**src/rtl/echo_pulse_distance_meter_macros.svh**
```systemverilog
// Assertion macros used by the echo pulse distance meter RTL.
// Depends on nothing; included by the modules that carry assertions.
`ifndef ECHO_PULSE_DISTANCE_METER_MACROS_SVH
`define ECHO_PULSE_DISTANCE_METER_MACROS_SVH

// Same-cycle implication, disabled during reset
`define EPDM_ASSERT_NOW(label, clk, rst, ante, cons, msg) \
   label: assert property (@(posedge clk) disable iff (rst) (ante) |-> (cons)) \
      else $error(msg);

// Next-cycle implication, disabled during reset
`define EPDM_ASSERT_NEXT(label, clk, rst, ante, cons, msg) \
   label: assert property (@(posedge clk) disable iff (rst) (ante) |=> (cons)) \
      else $error(msg);

`endif

```
**src/rtl/epdm_pkg.sv**
```systemverilog
// Package for the echo pulse distance meter: codes, payload types, divider constants.
// No dependencies.
`default_nettype none

package epdm_pkg;

   // function codes of a request transaction
   localparam logic [1:0] FN_ARM   = 2'd0;
   localparam logic [1:0] FN_EDGE  = 2'd1;
   localparam logic [1:0] FN_CLEAR = 2'd2;

   // status codes of a response transaction
   localparam logic [2:0] ST_IGNORED = 3'd0;
   localparam logic [2:0] ST_ARMED   = 3'd1;
   localparam logic [2:0] ST_RISE    = 3'd2;
   localparam logic [2:0] ST_DONE    = 3'd3;
   localparam logic [2:0] ST_CLEARED = 3'd4;

   localparam int STAMP_W = 32;
   localparam int DIST_W  = 16;

   // width / 58 == (width >> 1) / 29 == ((width >> 1) * ceil(2^36 / 29)) >> 36,
   // exact for every 31-bit dividend
   localparam logic [31:0] DIV58_MAGIC = 32'd2369637129;
   localparam int          DIV58_SHIFT = 36;

   typedef struct packed {
      logic [1:0]         func;
      logic [1:0]         channel;
      logic [STAMP_W-1:0] capture_value;
   } req_type;

   // state-stage result handed to the divide stage
   typedef struct packed {
      logic [1:0]         channel_out;
      logic [2:0]         status;
      logic [STAMP_W-1:0] pulse_width;
      logic [STAMP_W-1:0] width_sel;
      logic               ready_res;
   } mid_type;

   typedef struct packed {
      logic [1:0]         channel_out;
      logic [2:0]         status;
      logic [STAMP_W-1:0] pulse_width;
      logic [DIST_W-1:0]  distance_cm;
      logic               ready_res;
   } rsp_type;

endpackage

`default_nettype wire

```
**src/rtl/epdm_if.sv**
```systemverilog
// Valid/ready channel interfaces for request and response transactions.
// Depends on epdm_pkg.
`default_nettype none

interface epdm_req_if import epdm_pkg::*; ();
   logic               valid;
   logic               ready;
   logic [1:0]         func;
   logic [1:0]         channel;
   logic [STAMP_W-1:0] capture_value;

   modport source (output valid, output func, output channel, output capture_value,
                   input ready);
   modport sink   (input valid, input func, input channel, input capture_value,
                   output ready);
endinterface

interface epdm_rsp_if import epdm_pkg::*; ();
   logic               valid;
   logic               ready;
   logic [1:0]         channel_out;
   logic [2:0]         status;
   logic [STAMP_W-1:0] pulse_width;
   logic [DIST_W-1:0]  distance_cm;
   logic               ready_res;

   modport source (output valid, output channel_out, output status, output pulse_width,
                   output distance_cm, output ready_res, input ready);
   modport sink   (input valid, input channel_out, input status, input pulse_width,
                   input distance_cm, input ready_res, output ready);
endinterface

`default_nettype wire

```
**src/rtl/epdm_chan.sv**
```systemverilog
// Per-channel echo state (phase, start stamp, last width, ready flag) and its update.
// Depends on epdm_pkg and echo_pulse_distance_meter_macros.svh.
`default_nettype none
`include "echo_pulse_distance_meter_macros.svh"

module epdm_chan import epdm_pkg::*; #(
   parameter int NUM_CHANNELS = 3,
   parameter int TIMER_BITS   = 32
) (
   input  wire logic    clock,
   input  wire logic    reset,
   input  wire logic    in_valid,
   input  wire req_type in_data,
   output      logic    in_ready,
   output      logic    mid_valid,
   output      mid_type mid_data,
   input  wire logic    mid_ready
);

   localparam int CH_W = (NUM_CHANNELS > 1) ? $clog2(NUM_CHANNELS) : 1;

   typedef enum logic [1:0] {
      PH_IDLE = 2'd0,
      PH_RISE = 2'd1,
      PH_FALL = 2'd2
   } phase_type;

   phase_type             phase_ff [NUM_CHANNELS];
   logic [TIMER_BITS-1:0] start_ff [NUM_CHANNELS];
   logic [TIMER_BITS-1:0] width_ff [NUM_CHANNELS];
   logic                  rdy_ff   [NUM_CHANNELS];

   logic                  mid_valid_ff;
   mid_type               mid_ff;
   mid_type               mid_in;

   logic [CH_W-1:0]       idx;
   logic                  ch_ok;
   logic                  take;
   logic [TIMER_BITS-1:0] stamp;
   logic [TIMER_BITS-1:0] diff;
   phase_type             cur_phase;
   phase_type             phase_in;
   logic [TIMER_BITS-1:0] start_in;
   logic [TIMER_BITS-1:0] width_in;
   logic                  rdy_in;
   logic [2:0]            status;
   logic                  done;

   assign in_ready  = !mid_valid_ff || mid_ready;
   assign take      = in_valid && in_ready;
   assign mid_valid = mid_valid_ff;
   assign mid_data  = mid_ff;

   // decode the transaction against the addressed channel
   always_comb begin
      idx       = CH_W'(in_data.channel);
      ch_ok     = int'(in_data.channel) < NUM_CHANNELS;
      stamp     = in_data.capture_value[TIMER_BITS-1:0];
      cur_phase = phase_ff[idx];
      diff      = stamp - start_ff[idx];
      phase_in  = cur_phase;
      start_in  = start_ff[idx];
      width_in  = width_ff[idx];
      rdy_in    = rdy_ff[idx];
      status    = ST_IGNORED;
      done      = 1'b0;
      case (in_data.func)
         FN_ARM: begin
            phase_in = PH_RISE;
            status   = ST_ARMED;
         end
         FN_EDGE: begin
            case (cur_phase)
               PH_RISE: begin
                  start_in = stamp;
                  phase_in = PH_FALL;
                  status   = ST_RISE;
               end
               PH_FALL: begin
                  width_in = diff;
                  rdy_in   = 1'b1;
                  phase_in = PH_IDLE;
                  status   = ST_DONE;
                  done     = 1'b1;
               end
               default: begin
                  status = ST_IGNORED;
               end
            endcase
         end
         FN_CLEAR: begin
            rdy_in = 1'b0;
            status = ST_CLEARED;
         end
         default: begin
            status = ST_IGNORED;
         end
      endcase

      mid_in.channel_out = in_data.channel;
      if (ch_ok) begin
         mid_in.status      = status;
         mid_in.pulse_width = done ? STAMP_W'(diff) : '0;
         mid_in.width_sel   = STAMP_W'(width_in);
         mid_in.ready_res   = rdy_in;
      end else begin
         mid_in.status      = ST_IGNORED;
         mid_in.pulse_width = '0;
         mid_in.width_sel   = '0;
         mid_in.ready_res   = 1'b0;
      end
   end

   // channel state, written once per accepted transaction to a valid channel
   always_ff @(posedge clock) begin
      if (reset) begin
         for (int i = 0; i < NUM_CHANNELS; i++) begin
            phase_ff[i] <= PH_IDLE;
            start_ff[i] <= '0;
            width_ff[i] <= '0;
            rdy_ff[i]   <= 1'b0;
         end
      end else if (take && ch_ok) begin
         phase_ff[idx] <= phase_in;
         start_ff[idx] <= start_in;
         width_ff[idx] <= width_in;
         rdy_ff[idx]   <= rdy_in;
      end
   end

   // stage register towards the divide stage
   always_ff @(posedge clock) begin
      if (reset) begin
         mid_valid_ff <= 1'b0;
      end else if (in_ready) begin
         mid_valid_ff <= in_valid;
      end
   end

   always_ff @(posedge clock) begin
      if (take) begin
         mid_ff <= mid_in;
      end
   end

   // a completed measurement always leaves the ready flag set
   `EPDM_ASSERT_NOW(a_done_ready, clock, reset, mid_valid_ff && (mid_ff.status == ST_DONE), mid_ff.ready_res, "done without ready flag")
   // only a completed measurement reports a pulse width
   `EPDM_ASSERT_NOW(a_width_only_done, clock, reset, mid_valid_ff && (mid_ff.status != ST_DONE), mid_ff.pulse_width == '0, "pulse width outside done")
   // an accepted arm leaves the stage with the armed status
   `EPDM_ASSERT_NEXT(a_arm_status, clock, reset, take && ch_ok && (in_data.func == FN_ARM), mid_ff.status == ST_ARMED, "arm not reported")

endmodule

`default_nettype wire

```
**src/rtl/epdm_div.sv**
```systemverilog
// Divide stage: stored width / 58 by reciprocal multiply, plus the response register.
// Depends on epdm_pkg.
`default_nettype none

module epdm_div import epdm_pkg::*; (
   input  wire logic    clock,
   input  wire logic    reset,
   input  wire logic    in_valid,
   input  wire mid_type in_data,
   output      logic    in_ready,
   output      logic    out_valid,
   output      rsp_type out_data,
   input  wire logic    out_ready
);

   logic          out_valid_ff;
   rsp_type       out_ff;
   rsp_type       out_in;
   logic [62:0]   product;

   assign in_ready  = !out_valid_ff || out_ready;
   assign out_valid = out_valid_ff;
   assign out_data  = out_ff;

   // (width >> 1) * ceil(2^36 / 29), quotient in bits above the shift
   always_comb begin
      product            = 63'(in_data.width_sel[STAMP_W-1:1]) * 63'(DIV58_MAGIC);
      out_in.channel_out = in_data.channel_out;
      out_in.status      = in_data.status;
      out_in.pulse_width = in_data.pulse_width;
      out_in.distance_cm = product[DIV58_SHIFT +: DIST_W];
      out_in.ready_res   = in_data.ready_res;
   end

   // response register
   always_ff @(posedge clock) begin
      if (reset) begin
         out_valid_ff <= 1'b0;
      end else if (in_ready) begin
         out_valid_ff <= in_valid;
      end
   end

   always_ff @(posedge clock) begin
      if (in_valid && in_ready) begin
         out_ff <= out_in;
      end
   end

endmodule

`default_nettype wire

```
**src/rtl/echo_pulse_distance_meter.sv**
```systemverilog
// Echo pulse distance meter: up to four echo timer channels behind one request channel.
// Channels: req_if (sink) carries func, channel and a timer stamp; rsp_if (source)
// returns one response transaction per request, in request order.
// func arm puts a channel into waiting for the rising edge; the next edge capture
// stores the start stamp, the one after it gives the pulse width (modulo 2^TIMER_BITS),
// sets the ready flag and a distance of width / 58 cm (low 16 bits). func clear
// drops the ready flag. Requests for an unknown channel or an unused code are
// answered with status ignored and change nothing.
// Path: a request passes the input register, the channel stage register and the
// response register, in that order, before its response is valid.
// Throughput: one transaction per cycle while the response side does not stall; the channel
// state is read and written in the same cycle, so back-to-back requests to the same channel see each other.
// Reset: all channels idle, stamps, distances and ready flags zero, pipeline empty.
// Stall: a held response stalls the pipeline stage by stage; the request side keeps
// accepting until every stage is full, and nothing is dropped or repeated.
// Depends on epdm_pkg, epdm_if, epdm_chan and epdm_div.
`default_nettype none

module echo_pulse_distance_meter import epdm_pkg::*; #(
   parameter int NUM_CHANNELS = 3,
   parameter int TIMER_BITS   = 32
) (
   input wire logic    clock,
   input wire logic    reset,
   epdm_req_if.sink    req_if,
   epdm_rsp_if.source  rsp_if
);

   logic    in_valid_ff;
   req_type in_ff;
   logic    chan_ready;
   logic    mid_valid;
   mid_type mid_data;
   logic    div_ready;
   logic    out_valid;
   rsp_type out_data;

   assign req_if.ready = !in_valid_ff || chan_ready;

   // input register
   always_ff @(posedge clock) begin
      if (reset) begin
         in_valid_ff <= 1'b0;
      end else if (req_if.ready) begin
         in_valid_ff <= req_if.valid;
      end
   end

   always_ff @(posedge clock) begin
      if (req_if.valid && req_if.ready) begin
         in_ff.func          <= req_if.func;
         in_ff.channel       <= req_if.channel;
         in_ff.capture_value <= req_if.capture_value;
      end
   end

   epdm_chan #(
      .NUM_CHANNELS (NUM_CHANNELS),
      .TIMER_BITS   (TIMER_BITS)
   ) u_chan (
      .clock     (clock),
      .reset     (reset),
      .in_valid  (in_valid_ff),
      .in_data   (in_ff),
      .in_ready  (chan_ready),
      .mid_valid (mid_valid),
      .mid_data  (mid_data),
      .mid_ready (div_ready)
   );

   epdm_div u_div (
      .clock     (clock),
      .reset     (reset),
      .in_valid  (mid_valid),
      .in_data   (mid_data),
      .in_ready  (div_ready),
      .out_valid (out_valid),
      .out_data  (out_data),
      .out_ready (rsp_if.ready)
   );

   // response channel
   assign rsp_if.valid       = out_valid;
   assign rsp_if.channel_out = out_data.channel_out;
   assign rsp_if.status      = out_data.status;
   assign rsp_if.pulse_width = out_data.pulse_width;
   assign rsp_if.distance_cm = out_data.distance_cm;
   assign rsp_if.ready_res   = out_data.ready_res;

endmodule

`default_nettype wire

```
**src/flat_wrapper.sv**
```systemverilog
// flat-port wrapper written by rule: the top's interface ports become plain ports
module echo_pulse_distance_meter_flat import epdm_pkg::*;
#(
   parameter int NUM_CHANNELS = 3,
   parameter int TIMER_BITS   = 32
)
  (clock, reset, req_if_valid, req_if_func, req_if_channel, req_if_capture_value, req_if_ready, rsp_if_valid, rsp_if_channel_out, rsp_if_status, rsp_if_pulse_width, rsp_if_distance_cm, rsp_if_ready_res, rsp_if_ready);
  epdm_req_if req_if_i ();
  epdm_rsp_if rsp_if_i ();
  input wire logic clock;
  input wire logic reset;
  input wire logic [$bits(req_if_i.valid)-1:0] req_if_valid;
  input wire logic [$bits(req_if_i.func)-1:0] req_if_func;
  input wire logic [$bits(req_if_i.channel)-1:0] req_if_channel;
  input wire logic [$bits(req_if_i.capture_value)-1:0] req_if_capture_value;
  output wire logic [$bits(req_if_i.ready)-1:0] req_if_ready;
  output wire logic [$bits(rsp_if_i.valid)-1:0] rsp_if_valid;
  output wire logic [$bits(rsp_if_i.channel_out)-1:0] rsp_if_channel_out;
  output wire logic [$bits(rsp_if_i.status)-1:0] rsp_if_status;
  output wire logic [$bits(rsp_if_i.pulse_width)-1:0] rsp_if_pulse_width;
  output wire logic [$bits(rsp_if_i.distance_cm)-1:0] rsp_if_distance_cm;
  output wire logic [$bits(rsp_if_i.ready_res)-1:0] rsp_if_ready_res;
  input wire logic [$bits(rsp_if_i.ready)-1:0] rsp_if_ready;
  assign req_if_i.valid = req_if_valid;
  assign req_if_i.func = req_if_func;
  assign req_if_i.channel = req_if_channel;
  assign req_if_i.capture_value = req_if_capture_value;
  assign req_if_ready = req_if_i.ready;
  assign rsp_if_valid = rsp_if_i.valid;
  assign rsp_if_channel_out = rsp_if_i.channel_out;
  assign rsp_if_status = rsp_if_i.status;
  assign rsp_if_pulse_width = rsp_if_i.pulse_width;
  assign rsp_if_distance_cm = rsp_if_i.distance_cm;
  assign rsp_if_ready_res = rsp_if_i.ready_res;
  assign rsp_if_i.ready = rsp_if_ready;
  echo_pulse_distance_meter #(.NUM_CHANNELS(NUM_CHANNELS), .TIMER_BITS(TIMER_BITS)) u_core (.clock(clock), .reset(reset), .req_if(req_if_i), .rsp_if(rsp_if_i));
endmodule
```
**config.mk**
```make
export PLATFORM = sky130hd
export DESIGN_NAME = echo_pulse_distance_meter_flat
export DESIGN_NICKNAME = d
export VERILOG_FILES = /design/src/rtl/epdm_pkg.sv /design/src/rtl/epdm_if.sv /design/src/rtl/epdm_chan.sv /design/src/rtl/epdm_div.sv /design/src/rtl/echo_pulse_distance_meter.sv /design/src/flat_wrapper.sv
export VERILOG_INCLUDE_DIRS = /design/src /design/src/rtl
export SDC_FILE = /design/constraint.sdc
export NUM_CORES = 2
export LEC_CHECK = 0
export ABC_AREA = 1
export BUFFER_PORTS_ARGS = -buffer_cell sky130_fd_sc_hd__buf_2
export CORE_UTILIZATION = 45
export CTS_CLUSTER_DIAMETER = 40
export CTS_CLUSTER_SIZE = 28
export DETAILED_ROUTE_END_ITERATION = 16
export GPL_TIMING_DRIVEN = 1
export PLACE_DENSITY = 0.58
export SLEW_MARGIN = 20
export SYNTH_ARGS = -nofsm -noshare
export SYNTH_HDL_FRONTEND = slang
export SYNTH_SLANG_ARGS = --single-unit
```
**constraint.sdc**
```tcl
create_clock -name clock -period 12.35 [get_ports clock]
set_input_delay 2.47 -clock clock [delete_from_list [all_inputs] [get_ports clock]]
set_output_delay 2.47 -clock clock [all_outputs]
set_load 0.005 [all_outputs]
```
## Word level (Yosys, flattened, before mapping)

Memories as Yosys holds them, arrays and structs flattened. A register that Yosys moved wholly into a read port is not among the register bits.
Cells that the tools add are included.

| word-level totals | value |
|---|---|
| bits in registers | 163 |
| bits in writable memories | 201 |
| bits of input ports | 40 |
| memories kept | 4 |

Memories:

| memory | depth | bits a word | rd ports | clocked after memory_dff | write ports | line | RTL |
|---|---|---|---|---|---|---|---|
| u_core.u_chan.start_ff | 3 | 32 | 1 | 1 | 3 | epdm_chan.sv:29 | `logic [TIMER_BITS-1:0] start_ff [NUM_CHANNELS];` |
| u_core.u_chan.width_ff | 3 | 32 | 1 | 1 | 3 | epdm_chan.sv:30 | `logic [TIMER_BITS-1:0] width_ff [NUM_CHANNELS];` |
| u_core.u_chan.phase_ff | 3 | 2 | 1 | 1 | 3 | epdm_chan.sv:28 | `phase_type phase_ff [NUM_CHANNELS];` |
| u_core.u_chan.rdy_ff | 3 | 1 | 1 | 1 | 3 | epdm_chan.sv:31 | `logic rdy_ff [NUM_CHANNELS];` |

| cells by class | value |
|---|---|
| add/subtract/negate cells | 1 |
| multipliers | 1 |
| $lt $le $gt $ge | 1 |
| eq/ne operators | 4 |
| multiplexer cells | 33 |
| reduce and logical (&&, ||, !) cells | 16 |

Operators by type and width:

| cell | count |
|---|---|
| 32-bit two-way mux | 6 |
| 32-bit OR reduction | 2 |
| 31-bit by 32-bit multiplier with 52-bit output, second input constant | 1 |
| 32-bit subtractor | 1 |
| 2-bit two-way mux | 9 |
| 1-bit two-way mux | 13 |
| 2-bit case mux with 2 select lines | 3 |
| 3-bit case mux with 3 select lines | 1 |
| 2-bit by 1-bit == test with 1-bit output, second input constant | 2 |
| 2-bit == test, second input constant | 2 |
| 1-bit logical AND | 4 |
| 1-bit zero test | 3 |
| 1-bit logical OR | 3 |
| 2-bit zero test | 1 |
| 2-bit < comparator, second input constant | 1 |
| 1-bit case mux with 2 select lines | 1 |
| 2-bit AND reduction | 1 |
| 2-bit OR reduction | 1 |
| 1-bit OR reduction | 1 |

## Depth between registers and ports, before layout

| depth | value |
|---|---|
| word-level depth | 10 |
| depth in mapped cells | 27 |
| depth with buffers taken out | 27 |

## Hierarchy

From an unflattened synthesis, not the netlist that was laid out.

| unflattened totals | value |
|---|---|
| cells, all modules | 3780 |
| area, all modules | 35358.9 um2 |

Modules (own cells, without submodules):

| module | instances | cells an instance | area an instance (um2) | seq. area each (um2) |
|---|---|---|---|---|
| epdm_div | 1 | 2024 | 17553.1 | 1641.6 |
| epdm_chan | 1 | 1714 | 16677.2 | 10169.8 |
| echo_pulse_distance_meter | 1 | 42 | 1128.6 | 1101.1 |

## Worst setup path after synthesis

OpenSTA, ideal clock, no wires.

| timing path | value |
|---|---|
| path kind | flip-flop to flip-flop |
| start | register u_core.u_chan.mid_ff, in the netlist u_core.u_chan.mid_data[6] |
| end | register u_core.u_div.out_ff, in the netlist u_core.u_div.out_data[3], data pin |
| data arrival time | 5.961 ns |
| data required time | 12.097 ns |
| path slack | 6.137 ns |
| cell stages (with the launch flop) | 26 |
| path buffers | 0 |
| clock period less this slack | 6.213 ns |
| path through | edfxtp_1 fa_1 inv_1 fa_1 inv_1 fa_1 inv_1 fa_1 inv_1 fa_1 inv_1 fa_1 inv_1 fa_1 inv_1 fa_1 inv_1 ha_1 a21oi_1 o21ai_0 a21oi_1 nor2_1 nor2_1 nand3_1 nand2_1 nand2_1 |

| on the way | value |
|---|---|
| longest elaborated chain between the ends | 1 |

Ends and longest elaborated chain:

| item | line | RTL |
|---|---|---|
| from (decl) | epdm_chan.sv:34 | `mid_type mid_ff;` |
| from (signal assigned) | epdm_chan.sv:143 | `mid_ff <= mid_in;` |
| 31-bit by 32-bit multiplier with 52-bit output | epdm_div.sv:27 | `product = 63'(in_data.width_sel[STAMP_W-1:1]) * 63'(DIV58_MAGIC);` |
| net u_core.u_div.product[38] | epdm_div.sv:19 | `logic [62:0] product;` |
| to (signal assigned) | epdm_div.sv:46 | `out_ff <= out_in;` |
| to (decl) | epdm_div.sv:17 | `rsp_type out_ff;` |

The timed path passes the listed nets, and every way through them passes these cells.
A chain may end at the register's enable or synchronous reset.

## Worst setup path after layout

| timing path | value |
|---|---|
| start | register u_core.u_chan.mid_ff, in the netlist u_core.u_chan.mid_data[6] |
| end | register u_core.u_div.out_ff, in the netlist u_core.u_div.out_data[1], data pin |

Same word-level chain as after synthesis.

==> flow_summary.json <==
{
  "status": "completed",
  "drt_pass1_iterations": 6,
  "cts_buffer_depth": 3,
  "synth_compound_area_share_pct": 6.00,
  "synth_top_family_by_area": "adder cells",
  "drc_errors": 0,
  "synth_xor_area_share_pct": 0.401,
  "rsz0062_at_grt": "no",
  "register_area_mm2": 0.0128,
  "wl_per_cell_um": 19.4,
  "synth-main-ff-cell": "edfxtp_1",
  "cts_sinks": 428,
  "grt_max_degree": 68,
  "yosysTopAreaCell": "edfxtp_1",
  "setup_tns_ns": 0,
  "arrival_ns": 7.53,
  "period_needed_ns": 7.23,
  "hpwl_um": 74300,
  "grtUsageMet1_pct": 32.0,
  "grt_pass1_wl_um": 148000,
  "ctsResizeCount": 0,
  "multiInputGateArea_mm2": 0.0190,
  "netlist_area_mm2": 0.0349,
  "finalHoldViolations": 0,
  "antenna_found_initial": 1,
  "place_area_mm2": 0.0367,
  "area_growth_pct": 12.2,
  "finClkSkew_ns": 0.0550,
  "drive_gt1_share_pct": 7.64,
  "hp-class": "reg -> reg",
  "ant_nets": 0,
  "cts_tree": "yes",
  "synth.top_cell.area_share_pct": 36.3,
  "path_clk_slew_ns": 0.05,
  "drt_iter0_drc": 1737,
  "r2r.worst_path.cells": 25,
  "synth-async-reset-ratio_pct": 0,
  "die_w_um": 281,
  "core-area_mm2": 0.0763,
  "grt_use_met2_pct": 41.8,
  "clkLatencyLatePin_ns": 0.65,
  "worst_slew_pin_slew_ns": 1.11,
  "endpoint_kind": "flip-flop",
  "postRouteWirelength_um": 96100,
  "num_rows": 101,
  "die_h_um": 281,
  "crit_path_max_fanout": 10,
  "vias": 25124,
  "hold_path_depth": 0,
  "fin_nets": 4584,
  "diodes": 0,
  "crit_family": "adder cells",
  "syn_area_per_cell_um2": 9.47,
  "synthCells": 3689,
  "viasPerCell": 5.08,
  "synthSimpleGateAreaFrac_pct": 15.2,
  "fillers": 7248,
  "worst-setup-path-type": "reg -> reg",
  "synth-edff-count": 423,
  "fin_crit_sh_pct": 58.5,
  "die_area_mm2": 0.0788,
  "utilization_pct": 51.4,
  "cap_viol_max_count": 0,
  "cts_hold_buf": 0,
  "cts_setup_buffers": 0,
  "gp_congestion": 1.05,
  "yosysWarnings": 0,
  "synth_most_common_cell": "inv_1",
  "crit_path_start_kind": "flip-flop",
  "synth_commonest_cells": "inv_1, nand2_1, edfxtp_1",
  "setup_violations": 0,
  "start_util_pct": 45.8,
  "use_met3_pct": 3.38,
  "grt_overflow": 0,
  "worst-path-buf-inv": 8,
  "num_io_pins": 96,
  "grt_use_total_pct": 24.9,
  "required_ns": 12.65,
  "cts_buffers": 74,
  "synth_seq_cells": 428,
  "grt_pass1_vias": 25729,
  "fmax_mhz": 138,
  "cp.depth": 25,
  "grt-busiest-layer": "met2",
  "netlist_top_cells_area": "edfxtp_1, fa_1, ha_1",
  "finish.instance_area_mm2": 0.0392,
  "max_slew_margin_pct": 26.3,
  "slowest_stage": "fa_1",
  "ys_seq_area_share_pct": 36.6,
  "cts_root_buf": "clkbuf_16",
  "muxShareOfSynthArea_pct": 0,
  "htree_levels": 3,
  "portBuffers": 95,
  "finalMaxSlewViolations": 0,
  "ys_types": 45,
  "synth_adder_area_share_pct": 31.8,
  "cp_slowest_stage_delay_ns": 0.69
}
## worst paths after layout
check	from	end	slack, ns
setup / recovery	u_core.u_chan.mid_data[6]	u_core.u_div.out_data[1]	5.12
hold / removal	u_core.u_chan.mid_data[39]	u_core.u_div.out_data[23]	0.41
setup reg to reg	u_core.u_chan.mid_data[6]	u_core.u_div.out_data[1]	5.12
hold reg to reg	u_core.u_chan.mid_data[39]	u_core.u_div.out_data[23]	0.41
## metrics by stage
step | setup slack [ns] | hold WS [ns] | std cells
6_report | 5.12 | 0.412 | 4945
5_1_grt | 4.91 | 0.423 | 4945
4_1_cts | 5.17 | 0.411 | 4944
3_5_place_dp | 5.22 | 0.406 | 4813
3_3_place_gp | 5.21 | 0.403 | 4813
2_1_floorplan | 6.14 | 0.400 | 3754
## layout make-up
cell class                      count  share of cell area, %
Inverter                          807                   7.73
Multi-Input combinational cell   2434                   48.3
Timing Repair Buffer              115                   1.65
Tap cell                         1030                   3.29
Sequential cell                   428                   32.7
Clock inverter                     48                   1.47
Clock buffer                       83                   4.86
## metal layers
| layer | wire (um) | up-vias |
|---|---|---|
| met5 | 0 | - |
| met4 | 4460 | 0 |
| met3 | 4930 | 207 |
| met2 | 46200 | 759 |
| met1 | 40500 | 12139 |
| li1 | - | 12019 |
## cell families (layout without fill, tap and decap cells)
group,after synthesis,count (layout)
compound gates,393,393
xor+xnor,16,16
fa+ha+maj,684,684
buf+inv,892,1053
flops,428,428
other cells,1,66
simple gates,1275,1275
## cells in the final DEF (no fill, tap or decap), types with 74 or more instances in the layout
cell / n
inv_1: 791
nand2_1: 638
edfxtp_1: 423
nor2_1: 367
ha_1: 343
fa_1: 341
a21oi_1: 185
nand3_1: 171
o21ai_0: 137
buf_2: 95
clkbuf_16: 74
## registers in the layout, summed over array words and instances (netlist names), named ones only
signal	flops
u_core.u_chan.mid_valid	1
u_core.u_div.out_valid	1
u_core.u_chan.width_ff	124
u_core.u_chan.phase_ff	8
u_core.u_chan.rdy_ff	4
u_core.u_chan.start_ff	128
u_core.u_div.out_data	54
u_core.u_chan.mid_data	69
u_core.in_valid_ff	1
u_core.in_ff	36
Power is not shown: default switching activity piles up to over one toggle a cycle in this logic, so the estimate is an artifact.
